[src/rtl/ppe_pkg.sv]
package ppe_pkg;

  localparam int NUM_TYPES_DEF = 4;
  localparam int TYPE_W        = 2;
  localparam int DIST_W        = 16;
  localparam int WORD_W        = 16;
  localparam int CORE_W        = 37;
  localparam int ENERGY_W      = 40;
  localparam int CFG_IDX_W     = 2;
  localparam int CFG_W         = 37;
  localparam int HARD_W        = 17;
  localparam int MF_W          = 18;
  localparam int DIV_W         = 17;
  localparam int QUO_W         = 38;
  localparam int NUM_W         = 55;
  localparam int QUEUE_DEPTH   = 4;
  localparam int QCNT_W        = $clog2(QUEUE_DEPTH + 1);

  localparam logic [1:0] CMD_EVAL   = 2'd0;
  localparam logic [1:0] CMD_RADIUS = 2'd1;
  localparam logic [1:0] CMD_DEPTH  = 2'd2;

  localparam logic [CFG_IDX_W-1:0] CFG_CUTOFF = 2'd0;
  localparam logic [CFG_IDX_W-1:0] CFG_LENGTH = 2'd1;
  localparam logic [CFG_IDX_W-1:0] CFG_CORE   = 2'd2;

  localparam logic [DIST_W-1:0] CUTOFF_RST = 16'd512;
  localparam logic [DIST_W-1:0] LENGTH_RST = 16'd256;
  localparam logic [CORE_W-1:0] CORE_RST   = 37'd2560000000;

  // one classified evaluation: product a*mfac divided by divisor, sign applied last
  typedef struct packed {
    logic              is_core;
    logic              neg;
    logic [WORD_W-1:0] mag;
    logic [MF_W-1:0]   mfac;
    logic [DIV_W-1:0]  divisor;
  } ppe_job_t;

endpackage

[src/rtl/ppe_queue.sv]
module ppe_queue #(
  parameter int DEPTH = 4
) (
  input  logic                        clk,
  input  logic                        rst_n,
  input  logic                        push,
  input  ppe_pkg::ppe_job_t           wr_job,
  input  logic                        pop,
  output logic                        nonempty,
  output ppe_pkg::ppe_job_t           rd_job,
  output logic [$clog2(DEPTH+1)-1:0]  count
);
  import ppe_pkg::*;

  localparam int PW = (DEPTH > 1) ? $clog2(DEPTH) : 1;
  localparam int CW = $clog2(DEPTH + 1);

  ppe_job_t        slot_r [DEPTH];
  logic [PW-1:0]   wp_r, rp_r;
  logic [CW-1:0]   cnt_r;
  logic            do_pop;

  assign do_pop   = pop && (cnt_r != '0);
  assign nonempty = cnt_r != '0;
  assign rd_job   = slot_r[rp_r];
  assign count    = cnt_r;

  always_ff @(posedge clk) begin
    if (push) begin
      slot_r[wp_r] <= wr_job;
    end
  end

  always_ff @(posedge clk) begin
    if (!rst_n) begin
      wp_r  <= '0;
      rp_r  <= '0;
      cnt_r <= '0;
    end else begin
      if (push) begin
        wp_r <= (32'(wp_r) == DEPTH - 1) ? '0 : wp_r + PW'(1);
      end
      if (do_pop) begin
        rp_r <= (32'(rp_r) == DEPTH - 1) ? '0 : rp_r + PW'(1);
      end
      cnt_r <= cnt_r + CW'(push) - CW'(do_pop);
    end
  end

endmodule

[config.mk]
export PLATFORM = sky130hd
export DESIGN_NAME = ppe_queue
export DESIGN_NICKNAME = d
export VERILOG_FILES = /design/src/rtl/ppe_pkg.sv /design/src/rtl/ppe_queue.sv
export SDC_FILE = /design/constraint.sdc
export NUM_CORES = 1
export LEC_CHECK = 0
export BUFFER_PORTS_ARGS = -buffer_cell sky130_fd_sc_hd__buf_2
export CORE_MARGIN = 2
export CORE_UTILIZATION = 35
export DETAILED_ROUTE_END_ITERATION = 7
export PLACE_DENSITY_LB_ADDON = 0.15
export SETUP_SLACK_MARGIN = 0.15
export SYNTH_ARGS = -nofsm -noshare
export SYNTH_HDL_FRONTEND = slang
export SYNTH_SLANG_ARGS = --single-unit
[constraint.sdc]
create_clock -name clk -period 2.2 [get_ports clk]
set_input_delay 0 -clock clk [delete_from_list [all_inputs] [get_ports clk]]
set_output_delay 0 -clock clk [all_outputs]
set_load 0.05 [all_outputs]
# ---- Yosys cells after proc, flatten, opt, wreduce, memory -nomap -nowiden
# Memory sizes are Yosys's and may differ from the RTL's. A register that Yosys moved wholly into a read port is not among the register bits.
# Index checks and enable logic that the tools add are counted.
dict set report totals {
  reg_bits 7
  word_cells 18
  n_memories 1
  ramBits 212
}
# memory depth width read_ports rd_ports_with_merged_regs write_ports line
set memory_table {}
lappend memory_table {slot_r 4 53 1 1 1 ppe_queue.sv:18} ;# ppe_job_t slot_r [DEPTH];
dict set report classes {
  add_sub_neg 4
  reduce_logical 2
  mux 6
  n_eq_ne 2
}
# cell count
set ops {}
lappend ops {{2-to-1 mux 2 bit} 4}
lappend ops {{adder 2 x 1 -> 2 bit (second input constant)} 2}
lappend ops {{equality test 2 bit (second input constant)} 2}
lappend ops {{adder 3 x 1 -> 3 bit} 1}
lappend ops {{nonzero test 3 bit} 1}
lappend ops {{subtractor 3 x 1 -> 3 bit} 1}
lappend ops {{2-to-1 mux 1 bit} 2}
lappend ops {{logical AND 1 bit} 1}

# ---- Depth between registers and ports, before layout
dict set report logic_depth {
  ltp_word 4
  mapped_depth 8
}

# ---- Worst setup path before layout
# No wires, ideal clock.
dict set report synth_path {
  kind {register to register}
  start {register wp_r[0]}
  end {memory slot_r[2][0] (netlist name) (enable)}
  setup_time_ns 0.416
  n_path_buf 0
  stages_incl_launch_ff 4
  arrival_time_ns 1.797
  slack_ns -0.013
  path_cell_list {dfxtp_1 > inv_1 > ha_1 > and2_1}
}
# item line
set synth_rtl {}
lappend synth_rtl {{start: declaration} ppe_queue.sv:19} ;# logic [PW-1:0] wp_r, rp_r;
lappend synth_rtl {{start signal: assignment} ppe_queue.sv:41} ;# wp_r <= (32'(wp_r) == DEPTH - 1) ? '0 : wp_r + PW'(1);
lappend synth_rtl {{end: declaration} ppe_queue.sv:18}
# Straight into the memory's write port.

==> results.py <==
metrics = {
    "critical_path": {
        "path_class": "register to primary output",
        "crit_path_cell_trace": "buf_4 -> mux4_2 -> buf_2",
        "r2r_slack_ns": 0.27,
        "timing.rr.start": "count[2]",
        "critPathLaunchType": "register",
        "slowest_stage": "mux4_2",
        "worstReg2RegEnd": "count[2]",
        "crit_arrival_ns": 1.98,
        "worst-path-buf-inv": 2,
        "reg2regPathDepth": 8,
        "crit_family": "multiplexers",
        "cp-end-kind": "primary output",
        "cpPeakStageDelay_ns": 0.54,
        "cp.required_ns": 2.20,
        "crit_fanout": 8,
    },
    "grt": {
        "grt_start_max_net_pins": 30,
        "grt_pass1_vias": 4278,
        "gr-total-overflow": 0,
        "grt_pass1_wl_microns": 23700,
        "grt.total_usage": 0.129,
        "antenna_found_initial": 0,
    },
    "sta": {
        "layout_min_cycle_time_ns": 1.98,
        "setup_violations": 0,
        "period_share": 0.899,
        "drv_slew": 0,
        "fin_worst_skew_ns": 0.00730,
        "slew_headroom": 0.661,
        "worstMarginPinSlew_ns": 0.508,
        "grt_setup_unrepaired": "yes",
        "hold_viol": 0,
        "finalSetupTns_ns": 0,
        "fmax_mhz": 506,
    },
    "power_and_ir_drop": {
        "ir_drop_v": 0.000635,
        "p_per_area_mw_per_mm2": 1110,
        "cellLeakagePower_nw": 3.63,
        "power.total_w": 0.0117,
    },
    "finish": {
        "area_growth_pct": 28.8,
        "n_antenna_cell": 0,
        "drive_above_1_share": 0.422,
        "multiInputGateArea_sq_mm": 0.00147,
        "num-fill-cells": 1933,
        "ff_latch_area_sq_mm": 0.00655,
        "final_area_sq_mm": 0.0105,
        "finalNetCount": 588,
        "layout.cells.non_filler": 853,
    },
    "placed_design": {
        "dpl.hpwl_microns": 9350,
        "placed_cells": 751,
        "gp_congestion": 0.673,
        "numPortBuffers": 113,
        "place_area_sq_mm": 0.00920,
    },
    "logic_synthesis": {
        "synth.most_common_cell": "edfxtp_1",
        "postSynthAreaPerCell_sq_um": 25.5,
        "synth_fp_nets": 386,
        "ys_warn_count": 0,
        "seq_area_frac_synth": 0.801,
        "synth_top_area_cell": "edfxtp_1",
        "synthArstFlopShare": 0,
        "synthFlopType": "edfxtp_1",
        "synth-edff-count": 212,
        "ys_top_cells_by_area": "edfxtp_1, mux4_2, dfxtp_1, buf_12, ha_1",
        "synth_area_sq_mm": 0.00817,
        "syn_inst": 321,
        "ys_top_cells_by_count": "edfxtp_1, mux4_2, dfxtp_1",
        "ys_types": 21,
        "synth_top_area_share": 0.779,
        "ys_ff_latch": 221,
    },
    "floorplan": {
        "start_util": 0.359,
        "ios": 114,
        "fp.dieW_microns": 157,
        "coreArea_sq_mm": 0.0228,
        "num_rows": 55,
        "dieHeight_microns": 157,
        "die_area_sq_mm": 0.0246,
    },
    "hold_path": {
        "min_from": "wr_job[28]",
        "hold_path_depth": 2,
        "hold_path_class": "input port to register",
        "worstHoldEndpoint": "slot_r[1][28]",
    },
    "drt": {
        "drc": 0,
        "viasPerCell": 4.60,
        "vias": 3924,
        "dr.pass1.iters": 4,
        "ant_nets": 0,
        "wl_microns": 15700,
        "first_iter_violations": 181,
        "wire_per_inst_microns": 18.4,
    },
    "clocking": {
        "cts_tree": "done",
        "clk_pin_slew_ns": 0.06,
        "cts_num_sinks": 221,
        "h-tree-depth": 1,
        "root_buffer": "clkbuf_16",
        "insertion_delay_ns": 0.50,
        "cts.path.max_buffers": 3,
        "cts_buffers": 24,
    },
    "status": {
        "status": "finished, final reports clean",
    },
    "flow_run": {
        "drv_cap": 0,
    },
}
## metal layers
metal	track usage	routed length [microns]	vias up
li1	-	-	1766
met2	0.217	7780	93
met3	0.0302	838	22
met5	0	0	-
met1	0.170	6900	2043
met4	0.0341	216	0
## worst register-to-register path, stage by stage (launching register included)
cell and delay (ns):
dfxtp_2 0.33, o31a_1 0.36, ha_1 0.29, inv_1 0.06, ha_1 0.13, inv_1 0.05
fa_1 0.36, xnor3_1 0.20, nor2_1 0.04
## final cells by class
class	count	area share
Sequential cell	221	0.623
Multi-Input combinational cell	82	0.140
Tap cell	313	0.0372
Clock inverter	16	0.00785
Timing Repair Buffer	188	0.130
Inverter	6	0.00214
Clock buffer	27	0.0602
## through the flow
stage | utilization | hold WS [ns] | setup slack (ns)
6_report | 0.462 | 0.244 | 0.223
5_1_grt | 0.462 | 0.233 | 0.146
4_1_cts | 0.461 | 0.220 | 0.166
3_5_place_dp | 0.404 | 0.217 | 0.250
3_3_place_gp | 0.404 | 0.210 | 0.319
2_1_floorplan | - | 0.0989 | 0.161
## what timing repair did
action,CTS,global route
endpoints found under the hold margin,221,0
gates cloned,0,1
endpoints found under the setup margin,42,4
pin swaps,0,1
buffers inserted,2,0
hold buffers,56,0
gates resized for setup,0,1
## cell usage in the layout (no fill, tap or decap), types with 2 or more instances in the layout
cell | netlist | routed
clkinv_1 | 0 | 5
buf_12 | 5 | 5
mux4_1 | 3 | 3
dlygate4sd3_1 | 0 | 56
and2_4 | 0 | 4
buf_2 | 5 | 113
ha_1 | 7 | 7
or3b_2 | 2 | 2
mux2i_1 | 3 | 3
buf_4 | 0 | 12
dfxtp_2 | 0 | 3
mux4_2 | 50 | 50
dfxtp_1 | 9 | 5
clkinv_2 | 0 | 8
clkinvlp_4 | 0 | 2
clkbuf_1 | 1 | 2
nand2_1 | 3 | 3
nor2_1 | 3 | 3
inv_1 | 6 | 6
edfxtp_1 | 212 | 212
clkbuf_16 | 0 | 26
## report_power, final
part           internal (W)  switching (W)  total, W  leakage [nW]
clock               0.00206        0.00152   0.00358         0.354
sequential          0.00483      0.0000990   0.00493          2.02
combinational       0.00110        0.00205   0.00315          1.26
## how the worst max path moves through the flow
stage	from	endpoint	slack, ns	depth (start not counted)
3_3_place_gp	count[1]	count[2]	0.32	8
4_1_cts	register	rd_job[48]	0.17	3
2_1_floorplan	count[0]	count[2]	0.16	8
3_5_place_dp	count[1]	count[2]	0.25	8
5_1_grt	register	rd_job[49]	0.15	3
6_report	register	rd_job[2]	0.22	3
## state kept, by name (all words and copies together), names as in the netlist, named ones only
register,count
slot_r,212
rp_r,2
wp_r,2
count,3
## cells by family after synthesis
kind of cell / share of synthesized area
simple gates: 0.0103
compound gates: 0.00168
xor+xnor: 0.00276
fa+ha+maj: 0.0132
flops: 0.801
buf+inv: 0.0199
mux: 0.151
(Power assumes the default switching activity.)
