File: src/rtl/ppe_pkg.sv
package ppe_pkg;

  localparam int NUM_TYPES_DEF = 4;
  localparam int TYPE_W        = 2;
  localparam int DIST_W        = 16;
  localparam int WORD_W        = 16;
  localparam int CORE_W        = 37;
  localparam int ENERGY_W      = 40;
  localparam int CFG_IDX_W     = 2;
  localparam int CFG_W         = 37;
  localparam int HARD_W        = 17;
  localparam int MF_W          = 18;
  localparam int DIV_W         = 17;
  localparam int QUO_W         = 38;
  localparam int NUM_W         = 55;
  localparam int QUEUE_DEPTH   = 4;
  localparam int QCNT_W        = $clog2(QUEUE_DEPTH + 1);

  localparam logic [1:0] CMD_EVAL   = 2'd0;
  localparam logic [1:0] CMD_RADIUS = 2'd1;
  localparam logic [1:0] CMD_DEPTH  = 2'd2;

  localparam logic [CFG_IDX_W-1:0] CFG_CUTOFF = 2'd0;
  localparam logic [CFG_IDX_W-1:0] CFG_LENGTH = 2'd1;
  localparam logic [CFG_IDX_W-1:0] CFG_CORE   = 2'd2;

  localparam logic [DIST_W-1:0] CUTOFF_RST = 16'd512;
  localparam logic [DIST_W-1:0] LENGTH_RST = 16'd256;
  localparam logic [CORE_W-1:0] CORE_RST   = 37'd2560000000;

  // one classified evaluation: product a*mfac divided by divisor, sign applied last
  typedef struct packed {
    logic              is_core;
    logic              neg;
    logic [WORD_W-1:0] mag;
    logic [MF_W-1:0]   mfac;
    logic [DIV_W-1:0]  divisor;
  } ppe_job_t;

endpackage

File: src/rtl/ppe_front.sv
module ppe_front #(
  parameter int NUM_TYPES = 4
) (
  input  logic                        clk,
  input  logic                        rst_n,
  input  logic                        in_push,
  output logic                        in_full,
  input  logic [1:0]                  in_cmd,
  input  logic [ppe_pkg::TYPE_W-1:0]  in_type_a,
  input  logic [ppe_pkg::TYPE_W-1:0]  in_type_b,
  input  logic [ppe_pkg::DIST_W-1:0]  in_distance,
  input  logic [ppe_pkg::WORD_W-1:0]  in_table_word,
  input  logic [ppe_pkg::DIST_W-1:0]  cutoff,
  input  logic [ppe_pkg::DIST_W-1:0]  length,
  input  logic [ppe_pkg::QCNT_W-1:0]  q_count,
  output logic                        job_push,
  output ppe_pkg::ppe_job_t           job
);
  import ppe_pkg::*;

  localparam int IW = (NUM_TYPES > 1) ? $clog2(NUM_TYPES) : 1;
  localparam int NE = NUM_TYPES * NUM_TYPES;
  localparam int EW = (NE > 1) ? $clog2(NE) : 1;

  logic [WORD_W-1:0] rad_mem [NUM_TYPES];
  logic [WORD_W-1:0] dep_mem [NE];
  logic [NUM_TYPES-1:0] rad_vld_r;
  logic [NE-1:0]        dep_vld_r;

  logic              accept, oka, okb;
  logic [IW-1:0]     ia, ib;
  logic [EW-1:0]     ie;

  logic              a_valid_r;
  logic [DIST_W-1:0] dist_r;
  logic [WORD_W-1:0] ra_r, rb_r, dp_r;
  logic              va_r, vb_r, vd_r;

  logic [WORD_W-1:0] ra, rb, dp;
  logic [HARD_W-1:0] hard, gap, dist17;
  logic              core_hit, well_hit, in_cut;
  logic [WORD_W-1:0] w;

  assign in_full = ({1'b0, q_count} + {{QCNT_W{1'b0}}, a_valid_r})
                   >= (QCNT_W+1)'(QUEUE_DEPTH);
  assign accept  = in_push && !in_full;
  assign oka     = 32'(in_type_a) < NUM_TYPES;
  assign okb     = 32'(in_type_b) < NUM_TYPES;
  assign ia      = IW'(in_type_a);
  assign ib      = IW'(in_type_b);
  assign ie      = EW'(32'(in_type_a) * NUM_TYPES + 32'(in_type_b));

  always_ff @(posedge clk) begin
    if (accept && in_cmd == CMD_RADIUS && oka) begin
      rad_mem[ia] <= in_table_word;
    end
    if (accept && in_cmd == CMD_DEPTH && oka && okb) begin
      dep_mem[ie] <= in_table_word;
    end
    ra_r   <= rad_mem[ia];
    rb_r   <= rad_mem[ib];
    dp_r   <= dep_mem[ie];
    va_r   <= oka && rad_vld_r[ia];
    vb_r   <= okb && rad_vld_r[ib];
    vd_r   <= oka && okb && dep_vld_r[ie];
    dist_r <= in_distance;
  end

  always_ff @(posedge clk) begin
    if (!rst_n) begin
      rad_vld_r <= '0;
      dep_vld_r <= '0;
      a_valid_r <= 1'b0;
    end else begin
      a_valid_r <= accept && in_cmd == CMD_EVAL;
      if (accept && in_cmd == CMD_RADIUS && oka) begin
        rad_vld_r[ia] <= 1'b1;
      end
      if (accept && in_cmd == CMD_DEPTH && oka && okb) begin
        dep_vld_r[ie] <= 1'b1;
      end
    end
  end

  // classify: core, well or zero
  always_comb begin
    ra       = va_r ? ra_r : '0;
    rb       = vb_r ? rb_r : '0;
    dp       = vd_r ? dp_r : '0;
    hard     = HARD_W'(ra) + HARD_W'(rb);
    dist17   = HARD_W'(dist_r);
    in_cut   = dist_r < cutoff;
    core_hit = dist17 < hard;
    gap      = dist17 - hard;
    well_hit = !core_hit && (gap < HARD_W'(length));
    w        = length - gap[WORD_W-1:0];

    job         = '0;
    job.divisor = DIV_W'(1);
    if (in_cut && core_hit) begin
      job.is_core = 1'b1;
      job.mfac    = {hard, 1'b0} - MF_W'(dist_r);
      job.divisor = hard;
    end else if (in_cut && well_hit) begin
      job.neg     = dp[WORD_W-1];
      job.mag     = dp[WORD_W-1] ? (WORD_W'(0) - dp) : dp;
      job.mfac    = MF_W'(w);
      job.divisor = DIV_W'(length);
    end
  end

  assign job_push = a_valid_r;

endmodule

File: config.mk
export PLATFORM = sky130hd
export DESIGN_NAME = ppe_front
export DESIGN_NICKNAME = d
export VERILOG_FILES = /design/src/rtl/ppe_pkg.sv /design/src/rtl/ppe_front.sv
export SDC_FILE = /design/constraint.sdc
export NUM_CORES = 1
export LEC_CHECK = 0
export ABC_AREA = 1
export ABC_CLOCK_PERIOD_IN_PS = 9000
export BUFFER_PORTS_ARGS = -buffer_cell sky130_fd_sc_hd__buf_2
export CAP_MARGIN = 0
export CORE_MARGIN = 3
export CORE_UTILIZATION = 35
export DETAILED_ROUTE_END_ITERATION = 10
export PLACE_DENSITY = 0.59
export SYNTH_ARGS = -nofsm -noshare
export SYNTH_HDL_FRONTEND = slang
export SYNTH_SLANG_ARGS = --single-unit
File: constraint.sdc
create_clock -name clk -period 9 [get_ports clk]
set_input_delay 0.9 -clock clk [delete_from_list [all_inputs] [get_ports clk]]
set_output_delay 0.9 -clock clk [all_outputs]
set_load 0.02 [all_outputs]
After elaboration in Yosys (flattened, before gate mapping)
Memories as Yosys holds them, arrays and structs flattened. A register that Yosys moved wholly into a read port is not among the register bits.
Index checks and enable logic that the tools add are counted.
Word-level totals
  memories: 2
  output and inout port bits: 55
  bits in writable memories: 320
  register bits: 40
  bits of input ports: 76
Memories
  dep_mem: depth 16, width 16, rd ports 1, clocked after memory_dff 1, write ports 1, RTL line ppe_front.sv:26  | logic [WORD_W-1:0] dep_mem [NE];
  rad_mem: depth 4, width 16, rd ports 2, clocked after memory_dff 2, write ports 1, RTL line ppe_front.sv:25  | logic [WORD_W-1:0] rad_mem [NUM_TYPES];
Cells by class
  $add $sub $neg: 7
  equality and inequality tests: 2
  multiplexer cells: 22
  bitwise operators: 2
  magnitude comparators: 9
  reductions and logical operators: 12
Operator list (count)
  two-way mux 16 bit: 4
  two-way mux 52 bit: 1
  two-way mux 35 bit: 1
  subtractor 18 x 16 -> 18 bit: 1
  adder 16 x 16 -> 17 bit: 1
  < comparator 16 x 17 -> 1 bit: 1
  < comparator 17 x 16 -> 1 bit: 1
  two-way mux 17 bit: 1
  subtractor 16 x 17 -> 17 bit: 1
  < comparator 16 bit: 1
  bitwise OR 16 bit: 1
  subtractor 1 x 16 -> 16 bit (first input constant): 1
  subtractor 16 bit: 1
  two-way mux 1 bit: 10
  logical AND 1 bit: 9
  < comparator 2 x 3 -> 1 bit (second input constant): 2
  < comparator 4 x 5 -> 1 bit (second input constant): 1
  adder 3 x 1 -> 4 bit: 1
  adder 4 x 2 -> 4 bit: 1
  binary-select mux 1 bit (select 2 bit): 2
  binary-select mux 1 bit (select 4 bit): 1
  demux 1 bit (select 4 bit): 1
  greater-or-equal comparator 4 x 1 -> 1 bit (second input constant): 1
  greater-or-equal comparator 4 x 3 -> 1 bit (second input constant): 1
  7 further kinds: 8

Depth between registers and ports, before layout
Gate-level depths: netlist of run 1.
  word-level depth: 8
  mapped depth: 38
  depth with buffers taken out: 36

Worst setup path after synthesis of run 1
Ideal clock, no wire load.
  path kind: register to output
  start: register vb_r
  end: output port job[40] (netlist bit)
  arrival: 5.248 ns
  cell stages (with the launch flop): 38
  slack: 2.852 ns
  path through: dfxtp_1 clkbuf_1 clkbuf_1 nand2_1 inv_1 ha_1 inv_1 fa_1 inv_1 nand3_1 nand2_2 xor2_1 inv_1 ha_1 nand2_1 nor3_1 a21oi_1 or2_2 [2 not listed] nand2_1 nand2_1 nand2_1 nand2_1 nand2_1 inv_1 ha_1 nand2_1 a2bb2oi_1 nand3b_1 nand2_1 nand2_1 a21oi_1 nand2_1 nor2_8 nand2_4 buf_6 nor2_2
RTL lines
  from (decl): RTL line ppe_front.sv:37  | logic va_r, vb_r, vd_r;
  from (signal assigned): RTL line ppe_front.sv:64  | vb_r <= okb && rad_vld_r[ib];
  to (decl): RTL line ppe_front.sv:17  | output ppe_pkg::ppe_job_t job

==> results of run 1 <==
routing by layer:
metal | track usage (%) | part of all wire [%]
met3 | 3.30 | 6.8
met5 | 0 | 0.035
met4 | 5.90 | 2.6
met2 | 34.1 | 49
met1 | 24.9 | 42
registers in the layout, summed over array words and instances (netlist names), 4 cells and up:
signal     flops
dep_mem      256
rad_vld_r      4
rad_mem       64
dist_r        16
rb_r          16
ra_r          16
dep_vld_r     16
dp_r          16
critical path, delay by kind of cell, from the launching register on:
kind                     cells  cell delay, ns
AO/OA/AOI/OAI                5            0.82
flip-flops                   1            0.63
adder cells (fa/ha/maj)      4            1.30
XOR/XNOR                     1            0.27
AND/OR/NAND/NOR             19            2.58
buffers and inverters        6            0.56
report_power, final:
group          internal, mW  total, mW  switching (mW)
Combinational         0.154      0.494           0.340
Sequential             2.06       2.08          0.0226
Clock                  1.04       1.78           0.738
cell families (layout without fill, tap and decap cells):
logic type,Yosys count,after routing
buffers and inverters,341,508
adder cells (fa/ha/maj),89,89
XOR/XNOR,47,47
other,0,1
AND/OR/NAND/NOR,678,678
flip-flops,408,408
multiplexers,5,5
AO/OA/AOI/OAI,398,398
area by class of cell:
type / count / area (um^2)
Antenna cell: 1 / 2.50
Clock buffer: 56 / 1170
Inverter: 269 / 1010
Sequential cell: 408 / 11400
Tap cell: 748 / 936
Multi-Input combinational cell: 1217 / 7330
Fill cell: 5485 / 32800
Clock inverter: 24 / 263
Timing Repair Buffer: 159 / 868
worst min-delay path by stage:
stage	from	endpoint	slack [ns]
after floorplan	rad_vld_r[2]	rad_vld_r[2]	0.44
after global placement	dep_vld_r[4]	dep_vld_r[4]	0.45
after detailed placement	dep_vld_r[4]	dep_vld_r[4]	0.46
after CTS	in_distance[14]	dist_r[14]	0.38
after global routing	in_distance[1]	dist_r[1]	0.41
final	in_distance[0]	dist_r[0]	0.42
placed cells by master, fill, tap and decap left out, drive strengths merged, types with 3 or more instances in the layout:
master,count
o31ai,3
o2111ai,3
clkinv,19
nor3,16
a22oi,164
o21ai,32
nand4,24
nand3b,12
nand2,332
nor2,158
xnor2,16
nor4,3
or4,16
edfxtp,320
buf,159
clkbuf,56
a21o,5
fa,4
a22o,3
a21boi,5
bufinv,4
ha,85
nand3,115
dfxtp,88
inv,270
a31oi,5
o221ai,33
mux2,5
xor2,31
a21oi,133
o21bai,4
==> results summary, run 1 <==
The total nets after synthesis is 2131. The total grt overflow is 0. By instance count, the cell type seen most on the critical path is sky130_fd_sc_hd__nand2_1. The first detailed-routing pass ran for 5 iterations. The synthesized netlist occupies a cell area of 0.0200 mm^2. The simple-gate area share of the yosys netlist came out at 15.1%. The delay of the slowest cell on the worst path is 0.63 ns. The number of top-level pins is 131. The worst register-to-register path ends at dep_mem[10][4].

The clock sink count came out at 408. By instance count, the leading cell after synthesis is sky130_fd_sc_hd__nand2_1. The worst slew margin relative to its limit came out at 25.6%. The clock slew seen by the registers of the worst setup and hold paths is 0.07 ns. Measured along the y axis, the die boundary spans 245 um. The compound-cell area share of the yosys netlist is 13.2%. The placed instance area is 0.0215 mm^2. The cell with the largest stage delay on the worst path is sky130_fd_sc_hd__dfxtp_1. The fraction of synthesis flops using an asynchronous set or reset pin is 0%. Counting flops and latches in the post-synthesis netlist gives 408. By count the netlist is led by sky130_fd_sc_hd__nand2_1 (322), sky130_fd_sc_hd__edfxtp_1 (320), sky130_fd_sc_hd__inv_1 (265), sky130_fd_sc_hd__a22oi_1 (164), sky130_fd_sc_hd__nor2_1 (140).

Across all layers, the routed design uses 15155 vias. The max-slew violation count is 0. The highest clock frequency the design can meet came out at 130 MHz. Summing the areas of all xor and xnor instances in the mapped netlist gives 2.06% of the synthesized area. The number of synthesized flops with an enable pin is 320. The worst setup path endpoint is job[37]. The combined global-route utilization of all metal layers came out at 19.6%.

The arrival time at the worst endpoint is 6.77 ns. The number of placed instances with taps included came out at 2801. The highest net fanout along the worst path is 34. Setup repair after global routing left no endpoint under its margin. The share of Yosys cell area claimed by the top area cell type is 48.1%.

The total wirelength of the detailed-routed design came out at 59600 um. The worst setup slack after placement came out at 1.89 ns. The number of buffers added by the clock tree synthesis step came out at 43. Dividing the detail-routed wire length by the instance count gives 20.7 um. The clock passes through at most 3 buffers. After synthesis, flip-flops and latches occupy 56.9% of the total area.

The die covers 0.0600 mm^2. The quantity of I/O buffers inserted on ports is 130. The total power of the final layout came out at 4.36 mW.

Across all register-to-register paths, the minimum setup slack is 6.49 ns. The final critical-path required period is 7.67 ns. The half-perimeter wire length of the detailed placement result came out at 41100 um. The clock reaches the later pin of the worst-skew pair after 0.58 ns. The critical path required time is 8.10 ns. The via count normalized by instance count is 5.26.

The initial standard-cell utilization of the core came out at 35.9%. The number of distinct library cells after synthesis is 51. After floorplanning, the core was sized to cover 0.0557 mm^2.

Hold repair after CTS inserted 0 buffers. The launch point of the worst path is va_r. In this run the power density over the cells is 190 mW/mm^2. The dominant register cell in the synthesized netlist is sky130_fd_sc_hd__edfxtp_1. TritonCTS built the clock tree. The number of failing hold endpoints at the final stage is 0. The pin slew with the least headroom to its limit is 1.11 ns. The count of nets after finishing is 2263.

The detailed-route DRC error count came out at 0. The share of post-route cells with drive strength above 1 came out at 13.8%. The finished layout holds 2882 standard cells, fillers aside.

The worst clock skew is 0.0202 ns. The worst hold path belongs to the class in -> reg. The share of synthesized cell area in full adder, half adder and majority cells is 5.72%. Of the post-synthesis cell area, the part taken by muxes is 0.282%.

STA classifies the critical path endpoint as an output port. The number of nets still failing antenna checks after routing is 0. The initial antenna violation count came out at 4.

The launching element type of the critical path is a register. The number of synthesis warnings came out at 0. The synthesized instance count came out at 1966. The pin count of the biggest net entering global routing came out at 69. In this run the mean area of a mapped cell was 10.2 um^2. The area added between synthesis and finish is 14.9%. The first-iteration detailed-routing DRC count came out at 1018.

The number of global-route vias before repair came out at 14896. The minimum hold slack came out at 0.421 ns. Ranked by total cell area, the synthesized netlist is headed by sky130_fd_sc_hd__edfxtp_1 (48%), sky130_fd_sc_hd__dfxtp_1 (8.8%), sky130_fd_sc_hd__a22oi_1 (6.2%). The count of instances resized after the clock tree is built came out at 0. The post-layout utilization of the core is 41.2%. After floorplanning, the core was divided into 86 placement rows. The post-route fraction of the period consumed by the critical path came out at 85.2%. Max-cap violations in this run came to 0.

The worst-case IR drop observed on VDD is 0.000191 V. The first-pass GRT wire length came out at 90100 um. The final count of negative-setup-slack endpoints came out at 0.

The routability congestion estimate from global placement is 0.924. The worst register-to-register path begins at job_push. The largest total area in the synthesized netlist belongs to sky130_fd_sc_hd__edfxtp_1. The cell count of the worst reg-to-reg path came out at 8. The width of the die came out at 245 um. The leakage dissipation is 9.67 nW. The clock root buffer master is sky130_fd_sc_hd__clkbuf_16.

After synthesis, the largest family of logic cells by area is simple AND/OR/NAND/NOR gates. The run finished with clean final reports. The H-tree depth is 2. The final worst slack is 1.33 ns.

Counting instances, the worst hold path has a depth of 1. The critical path is of the reg -> out type. The number of setup buffers added after CTS is 0.

The total negative slack for setup checks came out at 0 ns. The final non-filler cell area came out at 0.0230 mm^2.
Note: power is estimated with default switching activity, not from simulation.
==> run 2: changes to the inputs <==
--- a/config.mk
+++ b/config.mk
@@ -11,8 +11,10 @@
 export CAP_MARGIN = 0
 export CORE_MARGIN = 3
 export CORE_UTILIZATION = 35
+export CTS_BUF_LIST = sky130_fd_sc_hd__clkbuf_8
 export DETAILED_ROUTE_END_ITERATION = 10
 export PLACE_DENSITY = 0.59
 export SYNTH_ARGS = -nofsm -noshare
 export SYNTH_HDL_FRONTEND = slang
 export SYNTH_SLANG_ARGS = --single-unit
+export TNS_END_PERCENT = 50
==> run 2 against run 1 <==
Cell area shrank 0.52%. Utilization is 0.21 points lower. Critical endpoint unchanged. Worst hold slack lost 0.066 ns.
==> results summary, run 2 (synthesis gave the netlist of run 1 again) <==
The detailed-route DRC error count came out at 0 (unchanged). The number of failing hold endpoints at the final stage came to 0 (unchanged). The area of the core came out at 0.0557 mm^2 (unchanged). The count of nets after finishing is 2289 (+1.1%). The worst reg-to-reg setup slack came out at 6.44 ns (-0.05 ns). The routed wirelength normalized by instance count is 20.4 um (-1.3%). The number of buffers on the longest clock path came to 3 (unchanged).

The run finished with clean final reports. The routability congestion estimate from global placement was 0.924 (unchanged). The final critical-path required period is 7.75 ns (+0.0767 ns). The count of instances resized after the clock tree is built came to 0 (unchanged). The worst hold path stage count was 1 (unchanged). The clock sink count is 408 (unchanged).

In the final layout, the registers with the most flip-flops are dep_mem (256), rad_mem (64). Leaving out fill and tap cells, the most frequent cells in the layout are sky130_fd_sc_hd__nand2_1 (322), sky130_fd_sc_hd__edfxtp_1 (320), sky130_fd_sc_hd__inv_1 (301). The initial antenna violation count came to 8 (+4). The clock tree from TritonCTS is yes. The width of the die came out at 245 um (unchanged). The most frequent standard cell in the layout excluding fill and tap cells is sky130_fd_sc_hd__nand2_1. The share of post-route cells with drive strength above 1 came to 14.4% (+0.64 points). The worst setup path is captured at an output port. The max-slew violation count came out at 0 (unchanged). The pin count of the biggest net entering global routing came out at 69 (unchanged).

The number of flip-flops in the largest register is 256 (unchanged). The number of global-route vias before repair is 15106 (+1.4%). The worst-case vdd ir drop came to 0.000132 V (-31%).

The tree is rooted in a sky130_fd_sc_hd__clkbuf_8. The leakage dissipation came out at 9.77 nW (+1.0%). The via count normalized by instance count came out at 5.20 (-1.1%). The total via count in the routed design was 15215 (+0.40%). The cell count of the worst reg-to-reg path came out at 8 (unchanged). The number of placed instances with taps included is 2801 (unchanged). The delay of the slowest cell on the worst path is 0.63 ns (about the same).

The first-pass GRT wire length came out at 90300 um (+0.15%). The critical register-to-register path endpoint is dep_mem[11][2]. The highest clock frequency the design can meet is 129 MHz (-0.99%). The total wirelength of the detailed-routed design is 59800 um (+0.26%). The number of top-level pins is 131 (unchanged). Ranked by flip-flop count, first place goes to dep_mem.

The H-tree depth was 3 (+1). The count of hold-fix buffers inserted at cts was 0 (unchanged). The combined global-route utilization of all metal layers came out at 19.7% (+0.15 points). The cell with the largest stage delay on the worst path is sky130_fd_sc_hd__dfxtp_1. Setup repair after global routing left no endpoint under its margin. The buffers inserted during post-CTS setup optimization came to 0 (unchanged).

STA classifies the critical path startpoint as a register. The overall die height is 245 um (unchanged). The number of nets still failing antenna checks after routing came out at 0 (unchanged). The worst min-delay path category is in -> reg. The post-route fraction of the period consumed by the critical path was 86.1% (+0.85 points). The initial standard-cell utilization of the core came out at 35.9% (unchanged).

The area added between synthesis and finish came out at 14.3%. The number of non-filler instances in the completed layout is 2927 (+1.6%). The critical path buffer and inverter count came out at 6 (unchanged).

The quantity of I/O buffers inserted on ports is 130 (unchanged). The half-perimeter wire length of the detailed placement result is 41100 um (unchanged). The die area is 0.0600 mm^2 (unchanged). The total power density per cell area came out at 182 mW/mm^2 (-4.0%). The detailed-router iteration count before antenna repair came to 5 (unchanged). The total grt overflow came to 0 (unchanged). In this run the most critical hold path is launched from in_distance[15]. Among cell families on the critical path, the largest total delay comes from simple AND/OR/NAND/NOR gates.

The critical setup path kind is reg -> out. The worst clock skew is 0.0453 ns (+0.0251 ns). The arrival time at the worst endpoint is 6.85 ns (+0.08 ns). The max capacitance violation total came out at 0 (unchanged). The total negative slack for setup checks is 0 ns (unchanged). The first-iteration detailed-routing DRC count came to 1132 (+11%). The startpoint of the worst register-to-register path is job_push. The worst hold path terminates at dist_r[15]. Among the stages of the critical path, the cell type that occurs most often is sky130_fd_sc_hd__nand2_1. The placement row count is 86 (unchanged). The clock slew seen by the registers of the worst setup and hold paths is 0.06 ns (about the same).

The pin slew with the least headroom to its limit is 1.13 ns (+0.0162 ns). The critical path required time was 8.10 ns (about the same). The number of buffers added by the clock tree synthesis step was 69 (+60%). The final count of negative-setup-slack endpoints is 0 (unchanged).

The worst slew margin relative to its limit came out at 24.6% (-1.1 points). The latest clock arrival within the worst-skew pair is 0.64 ns (+0.06 ns). The highest net fanout along the worst path came to 34 (unchanged).
run 2: area by class of cell:
class                           instances  area (um^2)
Antenna cell                            2         5.00
Clock buffer                           73         1000
Clock inverter                         51          312
Fill cell                            5509        32900
Inverter                              269         1010
Multi-Input combinational cell       1217         7330
Sequential cell                       408        11400
Tap cell                              748          936
Timing Repair Buffer                  159          868
run 2: metal layers:
| metal | global-route usage [%] | part of all wire [%] |
|---|---|---|
| met5 | 0 | 0.050 |
| met4 | 6.30 | 2.3 |
| met3 | 4.47 | 7.2 |
| met2 | 34.0 | 49 |
| met1 | 24.6 | 42 |
run 2: per-stage QoR:
step / hold slack, ns / utilization (%) / cell area, um^2 / power [mW] / worst slack [ns]
after floorplan: 0.440 / - / 20000 / 2.43 / 2.85
after global placement: 0.452 / 38.6 / 21500 / 2.61 / 2.07
after detailed placement: 0.460 / 38.6 / 21500 / 2.62 / 1.89
after CTS: 0.285 / 41.0 / 22800 / 4.22 / 1.15
after global routing: 0.309 / 41.0 / 22800 / 4.35 / 0.415
final: 0.355 / 41.0 / 22800 / 4.17 / 1.25
run 2: worst max-delay path by stage:
stage / to / slack (ns) / start / depth (start not counted)
after floorplan: job[40] / 2.85 / vb_r / 37
after global placement: job[39] / 2.07 / va_r / 35
after detailed placement: job[37] / 1.89 / vb_r / 35
after CTS: job[37] / 1.15 / va_r / 35
after global routing: job[35] / 0.41 / vb_r / 35
final: job[37] / 1.25 / va_r / 35
run 2: power breakdown:
part           total, mW  internal (mW)  switching, mW
registers           2.09           2.06         0.0222
logic              0.494          0.154          0.341
clock network       1.59          0.843          0.744
run 2: worst register-to-register path, stage by stage (launching register included):
cell and delay, ns:
sky130_fd_sc_hd__dfxtp_1 0.31, sky130_fd_sc_hd__nand3_1 0.09, sky130_fd_sc_hd__nand3_1 0.11, sky130_fd_sc_hd__nor3_1 0.45, sky130_fd_sc_hd__inv_1 0.16, sky130_fd_sc_hd__nor2_1 0.12
sky130_fd_sc_hd__inv_1 0.13, sky130_fd_sc_hd__nor2_2 0.48, sky130_fd_sc_hd__buf_4 0.37
